<file path="config.mk">
export PLATFORM = sky130hd
export DESIGN_NAME = lph_ctrl
export DESIGN_NICKNAME = d
export VERILOG_FILES = /design/src/rtl/lph_pkg.sv /design/src/rtl/lph_ctrl.sv
export SDC_FILE = /design/constraint.sdc
export NUM_CORES = 1
export LEC_CHECK = 0
export BUFFER_PORTS_ARGS = -buffer_cell sky130_fd_sc_hd__buf_2
export CAP_MARGIN = 30
export CORE_AREA = 2 2 39 41
export DETAILED_ROUTE_END_ITERATION = 16
export DIE_AREA = 0 0 41 43
export PLACE_DENSITY = 0.47
export SLEW_MARGIN = 15
export SYNTH_ARGS = -nofsm -noshare
export SYNTH_HDL_FRONTEND = slang
export SYNTH_SLANG_ARGS = --single-unit
</file>
<file path="constraint.sdc">
create_clock -name clk -period 0.95 [get_ports clk]
set_input_delay 0.1425 -clock clk [delete_from_list [all_inputs] [get_ports clk]]
set_output_delay 0.1425 -clock clk [all_outputs]
set_load 0.05 [all_outputs]
</file>
<file path="src/rtl/lph_pkg.sv">
// ----------------------------------------------------------------------------
// lph_pkg
// Shared types, constants and hash functions for the linear probe hash table.
// ----------------------------------------------------------------------------
package lph_pkg;

  // table geometry
  localparam int TABLE_DEPTH = 1024;
  localparam int SLOT_W      = $clog2(TABLE_DEPTH);
  localparam int KEY_W       = 31;
  localparam int CNT_W       = 10;
  localparam int STATUS_W    = 2;
  localparam int HASH_W      = 32;

  // mixer multiplier
  localparam logic [HASH_W-1:0] MIX_MULT = 32'h045d_9f3b;

  // result status codes
  typedef enum logic [STATUS_W-1:0] {
    ST_FOUND    = 2'd0,
    ST_INSERTED = 2'd1,
    ST_MISS     = 2'd2,
    ST_FULL     = 2'd3
  } status_t;

  // request opcodes
  localparam logic OP_LOOKUP = 1'b0;
  localparam logic OP_INSERT = 1'b1;

  // controller states
  typedef enum logic [2:0] {
    S_CLEAR,
    S_IDLE,
    S_HASH,
    S_SEED,
    S_CHECK,
    S_RESULT
  } state_t;

  // controller to datapath commands
  typedef struct packed {
    logic clr_we;    // write one valid-map entry of the clearing pass
    logic load_in;   // capture request and run first mixer round
    logic seed;      // second mixer round, home bucket into probe index
    logic rd_seed;   // read slot at probe index
    logic rd_next;   // read slot after probe index
    logic step;      // advance probe index and count
    logic finish;    // resolve the request, insert if due
    logic out_load;  // move result into output register
  } cmd_t;

  // datapath to controller status
  typedef struct packed {
    logic clr_last;    // clearing pass at last entry
    logic hit;         // probed slot holds the key
    logic empty;       // probed slot is empty
    logic probe_last;  // every slot has been probed
    logic out_free;    // output register can take a word this cycle
  } sts_t;

  // one xor-shift and multiply round, modulo 2^32
  function automatic logic [HASH_W-1:0] mix_step(input logic [HASH_W-1:0] h);
    logic [HASH_W-1:0] x;
    x = h ^ (h >> 16);
    return x * MIX_MULT;
  endfunction

  // final xor-shift, masked to a bucket
  function automatic logic [SLOT_W-1:0] bucket_of(input logic [HASH_W-1:0] h);
    logic [HASH_W-1:0] x;
    x = h ^ (h >> 16);
    return x[SLOT_W-1:0];
  endfunction

endpackage

</file>
<file path="src/rtl/lph_ctrl.sv">
// ----------------------------------------------------------------------------
// lph_ctrl
// Sequencer for the hash table: clearing pass, hashing, probe loop, result.
// ----------------------------------------------------------------------------
module lph_ctrl (
  input  logic          clk,
  input  logic          rst_n,
  input  logic          in_valid,
  input  lph_pkg::sts_t sts,
  output logic          in_stall,
  output lph_pkg::cmd_t cmd
);

  import lph_pkg::*;

  state_t state_r;
  state_t state_nxt;
  logic   resolved;

  // probe ends on hit, empty slot or full wrap
  assign resolved = sts.hit || sts.empty || sts.probe_last;

  // state register
  always_ff @(posedge clk) begin
    if (!rst_n) begin
      state_r <= S_CLEAR;
    end else begin
      state_r <= state_nxt;
    end
  end

  // next state
  always_comb begin
    state_nxt = state_r;
    unique case (state_r)
      S_CLEAR: begin
        if (sts.clr_last) state_nxt = S_IDLE;
      end
      S_IDLE: begin
        if (in_valid) state_nxt = S_HASH;
      end
      S_HASH: begin
        state_nxt = S_SEED;
      end
      S_SEED: begin
        state_nxt = S_CHECK;
      end
      S_CHECK: begin
        if (resolved) state_nxt = S_RESULT;
      end
      S_RESULT: begin
        if (sts.out_free) state_nxt = S_IDLE;
      end
      default: begin
        state_nxt = S_CLEAR;
      end
    endcase
  end

  // outputs
  always_comb begin
    cmd      = '0;
    in_stall = 1'b1;
    unique case (state_r)
      S_CLEAR: begin
        cmd.clr_we = 1'b1;
      end
      S_IDLE: begin
        in_stall    = 1'b0;
        cmd.load_in = in_valid;
      end
      S_HASH: begin
        cmd.seed = 1'b1;
      end
      S_SEED: begin
        cmd.rd_seed = 1'b1;
      end
      S_CHECK: begin
        // next slot is read ahead while this one is checked
        cmd.finish  = resolved;
        cmd.step    = !resolved;
        cmd.rd_next = !resolved;
      end
      S_RESULT: begin
        cmd.out_load = sts.out_free;
      end
      default: begin
        cmd = '0;
      end
    endcase
  end

endmodule

</file>
==> results of run 1 <==
==> synth_stat cells (all sizes together) <==
cell type,n,area (um^2)
nand2,3,18.8
buf,3,23.8
a21oi,2,10.0
nand2b,1,6.26
dfxtp,3,60.1
nor3,4,20.0
nor3b,4,40.0
inv,1,3.75
o21ai,1,5.00
nor2,1,3.75
o21a,1,7.51
mux2,1,11.3
a311oi,1,8.76
or3,2,12.5
==> layout make-up <==
| cell class | count | area (um^2) | area share (%) |
|---|---|---|---|
| multi-input combinational | 21 | 208 | 37.5 |
| tap | 16 | 20.0 | 3.61 |
| timing repair buffer | 26 | 223 | 40.2 |
| inverter | 1 | 6.26 | 1.13 |
| sequential | 3 | 71.3 | 12.9 |
| clock buffer | 4 | 26.3 | 4.74 |
==> metal layers <==
layer  global-route usage, %  up-vias  share of wire (%)
met1                    11.9      132                 42
met5                       0        -                  0
met4                    4.00        0                  0
li1                        -      152                  -
met3                    2.62        0                6.8
met2                    14.1        9                 51
==> stage by stage <==
| stage | setup TNS, ns | hold WS (ns) | cell area (um^2) |
|---|---|---|---|
| after global placement | -1.56 | 0.384 | 422 |
| after global routing | -3.39 | 0.179 | 554 |
| final | -2.85 | 0.154 | 554 |
| after CTS | -2.98 | 0.152 | 542 |
| after detailed placement | -1.55 | 0.391 | 422 |
| after floorplan | -3.05 | 0.260 | 299 |
==> cells by family (layout without fill, tap and decap cells) <==
logic type	Yosys count	count (layout)
buffers and inverters	4	31
and+or+nand+nor	15	15
AOI/OAI and AO/OA	5	5
DFF	3	3
muxes	1	1
==> placed cells by master (no fill, tap or decap), drive strengths merged, types with 2 or more instances in the layout <==
cell    Yosys  final
or3         2      2
buf         3     26
dfxtp       3      3
nand2       3      3
a21oi       2      2
nor3        4      4
clkbuf      0      4
nor3b       4      4
==> timing repair <==
item	4_1_cts	5_1_grt
endpoints found under the hold margin	0	0
resized for setup	26	2
pin swaps	7	3
setup buffers	2	0
setup endpoints to repair	11	11
==> power by group <==
| group | switching, mW | internal, mW | leakage, nW |
|---|---|---|---|
| sequential | 0.0173 | 0.135 | 0.0267 |
| combinational | 0.159 | 0.142 | 0.209 |
| clock | 0.0618 | 0.157 | 0.0150 |
| total | 0.238 | 0.434 | 0.250 |
==> how the worst max path moves through the flow <==
stage                     cells past startpoint  slack (ns)  endpoint                     from
final                                         3       -0.34    cmd[3]  state_r[1]$_SDFFE_PN0P_
after global routing                          3       -0.40    cmd[3]  state_r[1]$_SDFFE_PN0P_
after CTS                                     3       -0.35    cmd[2]  state_r[1]$_SDFFE_PN0P_
after detailed placement                      4       -0.17    cmd[2]                   sts[2]
after global placement                        4       -0.17    cmd[2]                   sts[2]
after floorplan                               4       -0.47    cmd[3]  state_r[2]$_SDFFE_PN0P_
==> worst max-delay path, stage by stage (launching register included) <==
cell	delay, ns
dfxtp_4	0.35
nand2b_4	0.16
nor3b_4	0.22
buf_6	0.19
==> flow_metrics.py, run 1 <==
metrics = {
    "min_path": {
        "hp-class": "input pin to flop",
        "min_to": "state_r[2]$_SDFFE_PN0P_",
        "min_path_cells": 2,
        "hp-start": "rst_n",
    },
    "drt": {
        "drc": 0,
        "drt-total-wl_um": 661,
        "first_pass_iters": 1,
        "drtIter0Drc": 0,
        "via_count": 293,
        "ant_nets": 0,
        "vias_per_cell": 4.13,
        "wl_per_cell_um": 9.31,
    },
    "synth": {
        "post_synth_xor_area_fraction_pct": 0,
        "syn_area_um2": 231,
        "syn-num-nets": 36,
        "synth_fa_ha_area_share_pct": 0,
        "ys_types": 18,
        "synth_mux_area_share_pct": 4.86,
        "ys_warn_count": 0,
        "synth-seq-cells": 3,
        "yosys.area_share.simple_pct": 43.8,
        "synthesis.instances": 28,
        "postSynthAreaPerCell_um2": 8.27,
        "ys_seq_area_share_pct": 25.9,
        "synth_top_family_by_area": "simple AND/OR/NAND/NOR gates",
        "synth_compound_area_share_pct": 13.5,
    },
    "floorplan": {
        "start_util_pct": 16.7,
        "die-height_um": 43,
        "die_area_mm2": 0.00176,
        "row_count": 14,
        "core_mm2": 0.00138,
        "boundaryPins": 17,
        "die_w_um": 41,
    },
    "layout": {
        "fillerInstances": 150,
        "top_regs": "state_r (3)",
        "regMostFlops": "state_r",
        "area_growth_pct": 139,
        "fin_nets": 64,
        "utilization_pct": 40.1,
        "largest_register_ffs": 3,
        "fin_cells": 71,
        "antenna_cells": 0,
        "layout-drive-gt1-share_pct": 80.0,
    },
    "clock_network": {
        "postCtsHoldBufs": 0,
        "cts_buffers": 3,
        "clk_pin_slew_worst_paths_ns": 0.04,
        "cts-root-buf": "clkbuf_4",
        "cts_tree": "yes",
        "clockBufferDepth": 2,
        "numClockSinks": 3,
        "insertion_delay_ns": 0.23,
        "htree_levels": 1,
    },
    "worst_setup_path": {
        "cp_data_arrival_time_ns": 1.15,
        "worstReg2RegEnd": "state_r[0]$_SDFFE_PN0P_",
        "crit_path_end_kind": "output pin",
        "crit_type": "flop to output pin",
        "worstSetupStartpointType": "flop",
        "r2r_cells": 4,
        "timing.reg2reg.setup_slack_ns": -0.20,
        "cp.required_ns": 0.81,
        "timing.rr.start": "state_r[0]$_SDFFE_PN0P_",
        "crit_fanout": 6,
    },
    "status": {
        "outcome": "finished, violations left",
        "failed_checks": "setup timing",
    },
    "global_routing": {
        "globalRouteTotalUtil_pct": 9.33,
        "gr-total-overflow": 0,
        "grt_pass1_wl_um": 1150,
        "antenna_found_initial": 0,
        "first_global_vias": 291,
        "grt_max_degree": 7,
    },
    "timing": {
        "skew_ns": 0.0000125,
        "fin_crit_ns": 1.29,
        "maxSlewHeadroom_pct": 84.9,
        "min_period_over_period_pct": 136,
        "hold_viol_final": 0,
        "setup_slack_ns": -0.344,
        "rsz0062_at_grt": "yes",
        "worstMarginPinSlew_ns": 0.225,
        "maxSlewViolCount": 0,
        "fmax_ghz": 0.773,
        "setup_viol": 11,
    },
    "placed_design": {
        "dp_cells": 65,
        "dpl.hpwl_um": 503,
        "gp_congestion": 0.749,
        "port-buffer-count": 16,
        "post-place-ws_ns": -0.172,
    },
    "power_and_ir_drop": {
        "fin_total_pwr_mw": 0.672,
        "vdd_ir_drop_max_mv": 0.459,
        "power_density_mw_per_mm2": 1210,
        "p_leak_nw": 0.250,
    },
    "run": {
        "maxCapViolations": 0,
    },
}
No activity file was read; power rests on OpenSTA's default activity.
==> run 2, diff against run 1 <==
Settings changed: SETUP_SLACK_MARGIN set to 0.4.
==> run 2 against run 1 <==
The flow still finishes with violations (setup timing). Maximum frequency barely moved. Clock power barely moved. Global-route usage rose by 0.40 points. Core utilization rose by 3.8 points. First-iteration DRC count rose by 1. Sequential share of layout area fell by 1.1 points. Via count rose by 7.2%. Sequential power barely moved. Clock skew rose by 0.0025 ns. Cell area rose by 9.5%.
==> flow_metrics.py, run 2 (synthesized netlist as in run 1, its figures left out) <==
metrics = {
    "floorplan": {
        "die_area_mm2": 0.00176,
        "start_util_pct": 16.7,
        "core_mm2": 0.00138,
        "boundaryPins": 17,
        "die_w_um": 41,
        "die-height_um": 43,
        "row_count": 14,
    },
    "drt": {
        "first_pass_iters": 2,
        "vias_per_cell": 4.30,
        "drc": 0,
        "via_count": 314,
        "drt-total-wl_um": 726,
        "wl_per_cell_um": 9.95,
        "ant_nets": 0,
        "drtIter0Drc": 1,
    },
    "timing": {
        "maxSlewHeadroom_pct": 85.2,
        "fmax_ghz": 0.773,
        "finalHoldWorstSlack_ns": 0.182,
        "setup_viol": 11,
        "rsz0062_at_grt": "yes",
        "setup_slack_ns": -0.344,
        "tns_ns": -3.01,
        "worstMarginPinSlew_ns": 0.220,
        "maxSlewViolCount": 0,
        "min_period_over_period_pct": 136,
        "skew_ns": 0.00247,
        "fin_crit_ns": 1.29,
        "hold_viol_final": 0,
    },
    "min_path": {
        "hp-class": "input pin to flop",
        "hp-start": "rst_n",
        "min_path_cells": 2,
        "min_to": "state_r[2]$_SDFFE_PN0P_",
    },
    "clock_network": {
        "insertion_delay_ns": 0.23,
        "numClockSinks": 3,
        "clk_pin_slew_worst_paths_ns": 0.04,
        "cts_buffers": 3,
        "htree_levels": 1,
        "postCtsHoldBufs": 0,
        "cts-root-buf": "clkbuf_4",
        "cts_tree": "yes",
        "clockBufferDepth": 2,
    },
    "layout": {
        "antenna_cells": 0,
        "largest_register_ffs": 3,
        "mostFrequentLayoutCells": "buf_6, buf_2, buf_4",
        "final_common_cell": "buf_6",
        "fin_nets": 66,
        "final_area_um2": 607,
        "area_growth_pct": 162,
        "regMostFlops": "state_r",
        "fin_cells": 73,
        "top_regs": "state_r (3)",
        "layout-drive-gt1-share_pct": 89.5,
    },
    "global_routing": {
        "top_usage_layer": "met2",
        "grtUsageMet2_pct": 15.0,
        "grt_util_met1_pct": 12.2,
        "globalRouteTotalUtil_pct": 9.73,
        "grt_pass1_wl_um": 1190,
        "grt_util_met3_pct": 2.62,
        "gr-total-overflow": 0,
        "grt_max_degree": 6,
        "antenna_found_initial": 0,
        "first_global_vias": 306,
    },
    "worst_setup_path": {
        "cp.required_ns": 0.81,
        "cp.buffers_inverters": 2,
        "crit_path_end_kind": "output pin",
        "worstSetupStartpointType": "flop",
        "cp_cell_sequence": "inv_4 > or3_1 > buf_6",
        "r2r_cells": 4,
        "cpPeakStageDelay_ns": 0.38,
        "crit_fanout": 4,
        "timing.rr.start": "state_r[1]$_SDFFE_PN0P_",
        "timing.reg2reg.setup_slack_ns": -0.22,
        "path_delay_family": "flip-flops",
        "worstReg2RegEnd": "state_r[0]$_SDFFE_PN0P_",
        "crit_type": "flop to output pin",
        "slowest_stage": "dfxtp_4",
        "cp_data_arrival_time_ns": 1.15,
    },
    "power_and_ir_drop": {
        "vdd_ir_drop_max_mv": 0.468,
        "power_density_mw_per_mm2": 1170,
        "p_leak_nw": 0.265,
        "fin_total_pwr_mw": 0.712,
    },
    "placed_design": {
        "dp_cells": 65,
        "dpl.hpwl_um": 503,
        "port-buffer-count": 16,
        "gp_congestion": 0.749,
        "dpl-instance-area_um2": 422,
    },
    "status": {
        "outcome": "finished, violations left",
        "failed_checks": "setup timing",
    },
    "run": {
        "maxCapViolations": 0,
    },
}
run 2: what timing repair did:
item                                    4_1_cts  5_1_grt
endpoints found under the setup margin       12       12
pin swaps                                     7        7
buffers inserted                              4        0
gates resized for setup                      27        9
run 2: worst max-delay path by stage:
stage,startpoint,to,depth (start not counted)
3_5_place_dp,sts[2],cmd[2],4
5_1_grt,state_r[1]$_SDFFE_PN0P_,cmd[3],3
2_1_floorplan,state_r[2]$_SDFFE_PN0P_,cmd[3],4
4_1_cts,state_r[1]$_SDFFE_PN0P_,cmd[2],3
6_report,state_r[0]$_SDFFE_PN0P_,in_stall,3
3_3_place_gp,sts[2],cmd[2],4
run 2: stage by stage:
step / setup WS, ns / utilization, %
final: -0.344 / 43.9
after global routing: -0.393 / 43.9
after CTS: -0.340 / 40.5
after detailed placement: -0.172 / 30.5
after global placement: -0.172 / 30.5
after floorplan: -0.475 / -
run 2: area by class of cell:
cell class,instances,area [um^2]
multi-input cells,21,238
fillers,143,777
inverters,1,6.26
repair buffers,28,245
flip-flops and latches,3,71.3
clock buffers,4,26.3
well taps,16,20.0
run 2: worst reg2reg max path, stage by stage, from the launching register on:
cell and delay, ns:
dfxtp_4 0.35, buf_4 0.14, or3_4 0.37, a21oi_4 0.15, a311oi_2 0.05
run 2: report_power, final:
part           leakage [nW]  total (mW)  internal, mW  switching [mW]
Combinational         0.223       0.338         0.164           0.174
Clock                0.0150       0.221         0.157          0.0635
Sequential           0.0267       0.153         0.135          0.0179
run 2: layer usage:
layer / vias up / part of all wire (%)
li1: 160 / -
met1: 145 / 38
met2: 9 / 56
met3: 0 / 5.5
met4: 0 / 0
met5: - / 0
==> run 3, diff against run 2 <==
--- a/constraint.sdc
+++ b/constraint.sdc
@@ -3,2 +3,2 @@
 set_output_delay 0.1425 -clock clk [all_outputs]
-set_load 0.05 [all_outputs]
+set_load 0.02 [all_outputs]
==> run 3 against run 2 <==
The flow still finishes with violations (setup timing). First-iteration DRC count grew to 10 times the previous value. Final cell count shrank 1.4%. Die area is the same. Sequential power is essentially flat.
==> flow_metrics.py, run 3 (synthesized netlist as in run 1, its figures left out) <==
metrics = {
    "clock_network": {
        "htree_levels": 1,
        "cts_buffers": 3,
        "cts_tree": "yes",
        "cts-root-buf": "clkbuf_4",
        "numClockSinks": 3,
        "postCtsHoldBufs": 0,
        "clk_pin_slew_worst_paths_ns": 0.04,
        "insertion_delay_ns": 0.24,
        "clockBufferDepth": 2,
    },
    "layout": {
        "top_regs": "state_r (3)",
        "fillerInstances": 145,
        "largest_register_ffs": 3,
        "layout-drive-gt1-share_pct": 76.8,
        "mostFrequentLayoutCells": "buf_4, buf_2, buf_6",
        "antenna_cells": 0,
        "area_growth_pct": 117,
        "utilization_pct": 36.3,
        "regMostFlops": "state_r",
        "final_common_cell": "buf_4",
        "fin_nets": 65,
    },
    "worst_setup_path": {
        "crit_type": "flop to output pin",
        "crit_fanout": 8,
        "cpPeakStageDelay_ns": 0.37,
        "cp_cell_sequence": "or3_1 > buf_6",
        "worstSetupStartpointType": "flop",
        "cp_data_arrival_time_ns": 1.12,
        "slowest_stage": "dfxtp_4",
        "crit_path_end_kind": "output pin",
        "path_delay_family": "flip-flops",
        "cp.buffers_inverters": 1,
        "timing.reg2reg.setup_slack_ns": -0.20,
        "cp.required_ns": 0.81,
    },
    "global_routing": {
        "globalRouteTotalUtil_pct": 9.84,
        "first_global_vias": 292,
        "grt_pass1_wl_um": 1100,
        "grt_max_degree": 9,
        "antenna_found_initial": 0,
        "gr-total-overflow": 0,
    },
    "power_and_ir_drop": {
        "vdd_ir_drop_max_mv": 0.650,
        "power_density_mw_per_mm2": 1200,
        "p_leak_nw": 0.245,
    },
    "drt": {
        "vias_per_cell": 4.35,
        "via_count": 313,
        "drt-total-wl_um": 750,
        "drtIter0Drc": 10,
        "first_pass_iters": 3,
        "drc": 0,
        "ant_nets": 0,
        "wl_per_cell_um": 10.4,
    },
    "timing": {
        "maxSlewHeadroom_pct": 82.7,
        "rsz0062_at_grt": "yes",
        "fin_crit_ns": 1.26,
        "setup_slack_ns": -0.308,
        "finalHoldWorstSlack_ns": 0.134,
        "skew_ns": 0.00235,
        "fmax_ghz": 0.795,
        "min_period_over_period_pct": 132,
        "hold_viol_final": 0,
        "worstMarginPinSlew_ns": 0.258,
        "maxSlewViolCount": 0,
        "setup_viol": 12,
    },
    "floorplan": {
        "core_mm2": 0.00138,
        "die_w_um": 41,
        "boundaryPins": 17,
        "row_count": 14,
        "die_area_mm2": 0.00176,
        "start_util_pct": 16.7,
        "die-height_um": 43,
    },
    "placed_design": {
        "post-place-ws_ns": -0.121,
        "dpl.hpwl_um": 504,
        "gp_congestion": 0.692,
        "port-buffer-count": 16,
    },
    "status": {
        "failed_checks": "setup timing",
        "outcome": "finished, violations left",
    },
    "min_path": {
        "hp-class": "input pin to flop",
    },
    "run": {
        "maxCapViolations": 0,
    },
}
==> run 3: changes by cell type in the layout (fill, tap and decap cells not counted), sizes merged <==
cell  previous run  this run
buf             28        27
==> run 3: power breakdown <==
group | total (mW) | switching (mW) | internal (mW)
registers | 0.154 | 0.0187 | 0.135
clock network | 0.234 | 0.0760 | 0.158
logic | 0.217 | 0.0954 | 0.122
==> run 3: layout make-up <==
type	count	area, um^2	share of cell area [%]
Clock buffer	4	26.3	5.22
Inverter	1	6.26	1.24
Multi-Input combinational cell	21	181	36.1
Sequential cell	3	71.3	14.2
Tap cell	16	20.0	3.98
Timing Repair Buffer	27	198	39.3
==> run 3: final timing paths <==
kind,start,cells past startpoint,end
worst min-delay path,rst_n,2,state_r[2]$_SDFFE_PN0P_
worst max-delay path,state_r[2]$_SDFFE_PN0P_,2,in_stall
worst max register to register,state_r[0]$_SDFFE_PN0P_,4,state_r[0]$_SDFFE_PN0P_
worst min register to register,state_r[2]$_SDFFE_PN0P_,1,state_r[0]$_SDFFE_PN0P_
==> run 3: through the flow <==
step | std cells | setup TNS (ns) | power, mW | cell area (um^2)
6_report | 72 | -2.79 | 0.605 | 503
5_1_grt | 72 | -3.38 | 0.648 | 503
4_1_cts | 69 | -2.77 | 0.581 | 445
3_5_place_dp | 64 | -0.667 | 0.321 | 383
3_3_place_gp | 64 | -0.621 | 0.320 | 383
2_1_floorplan | 28 | -1.02 | 0.259 | 264
==> run 3: timing repair <==
action | CTS | global route
setup buffers | 1 | 3
pin swaps | 1 | 3
endpoints found under the setup margin | 12 | 12
hold endpoints to repair | 0 | 0
gates resized for setup | 10 | 10
==> run 3: worst reg2reg max path: cells and delay by family (launching register included) <==
family,cells,cell delay (ns)
flip-flops,1,0.36
AND/OR/NAND/NOR,1,0.34
AO/OA/AOI/OAI,2,0.21
buffers and inverters,1,0.13
==> run 3: metal layers <==
| layer | wire length [um] | global-route usage [%] |
|---|---|---|
| met4 | 12 | 10.0 |
| met1 | 262 | 10.9 |
| met5 | 0 | 0 |
| met2 | 441 | 13.4 |
| met3 | 33 | 3.14 |
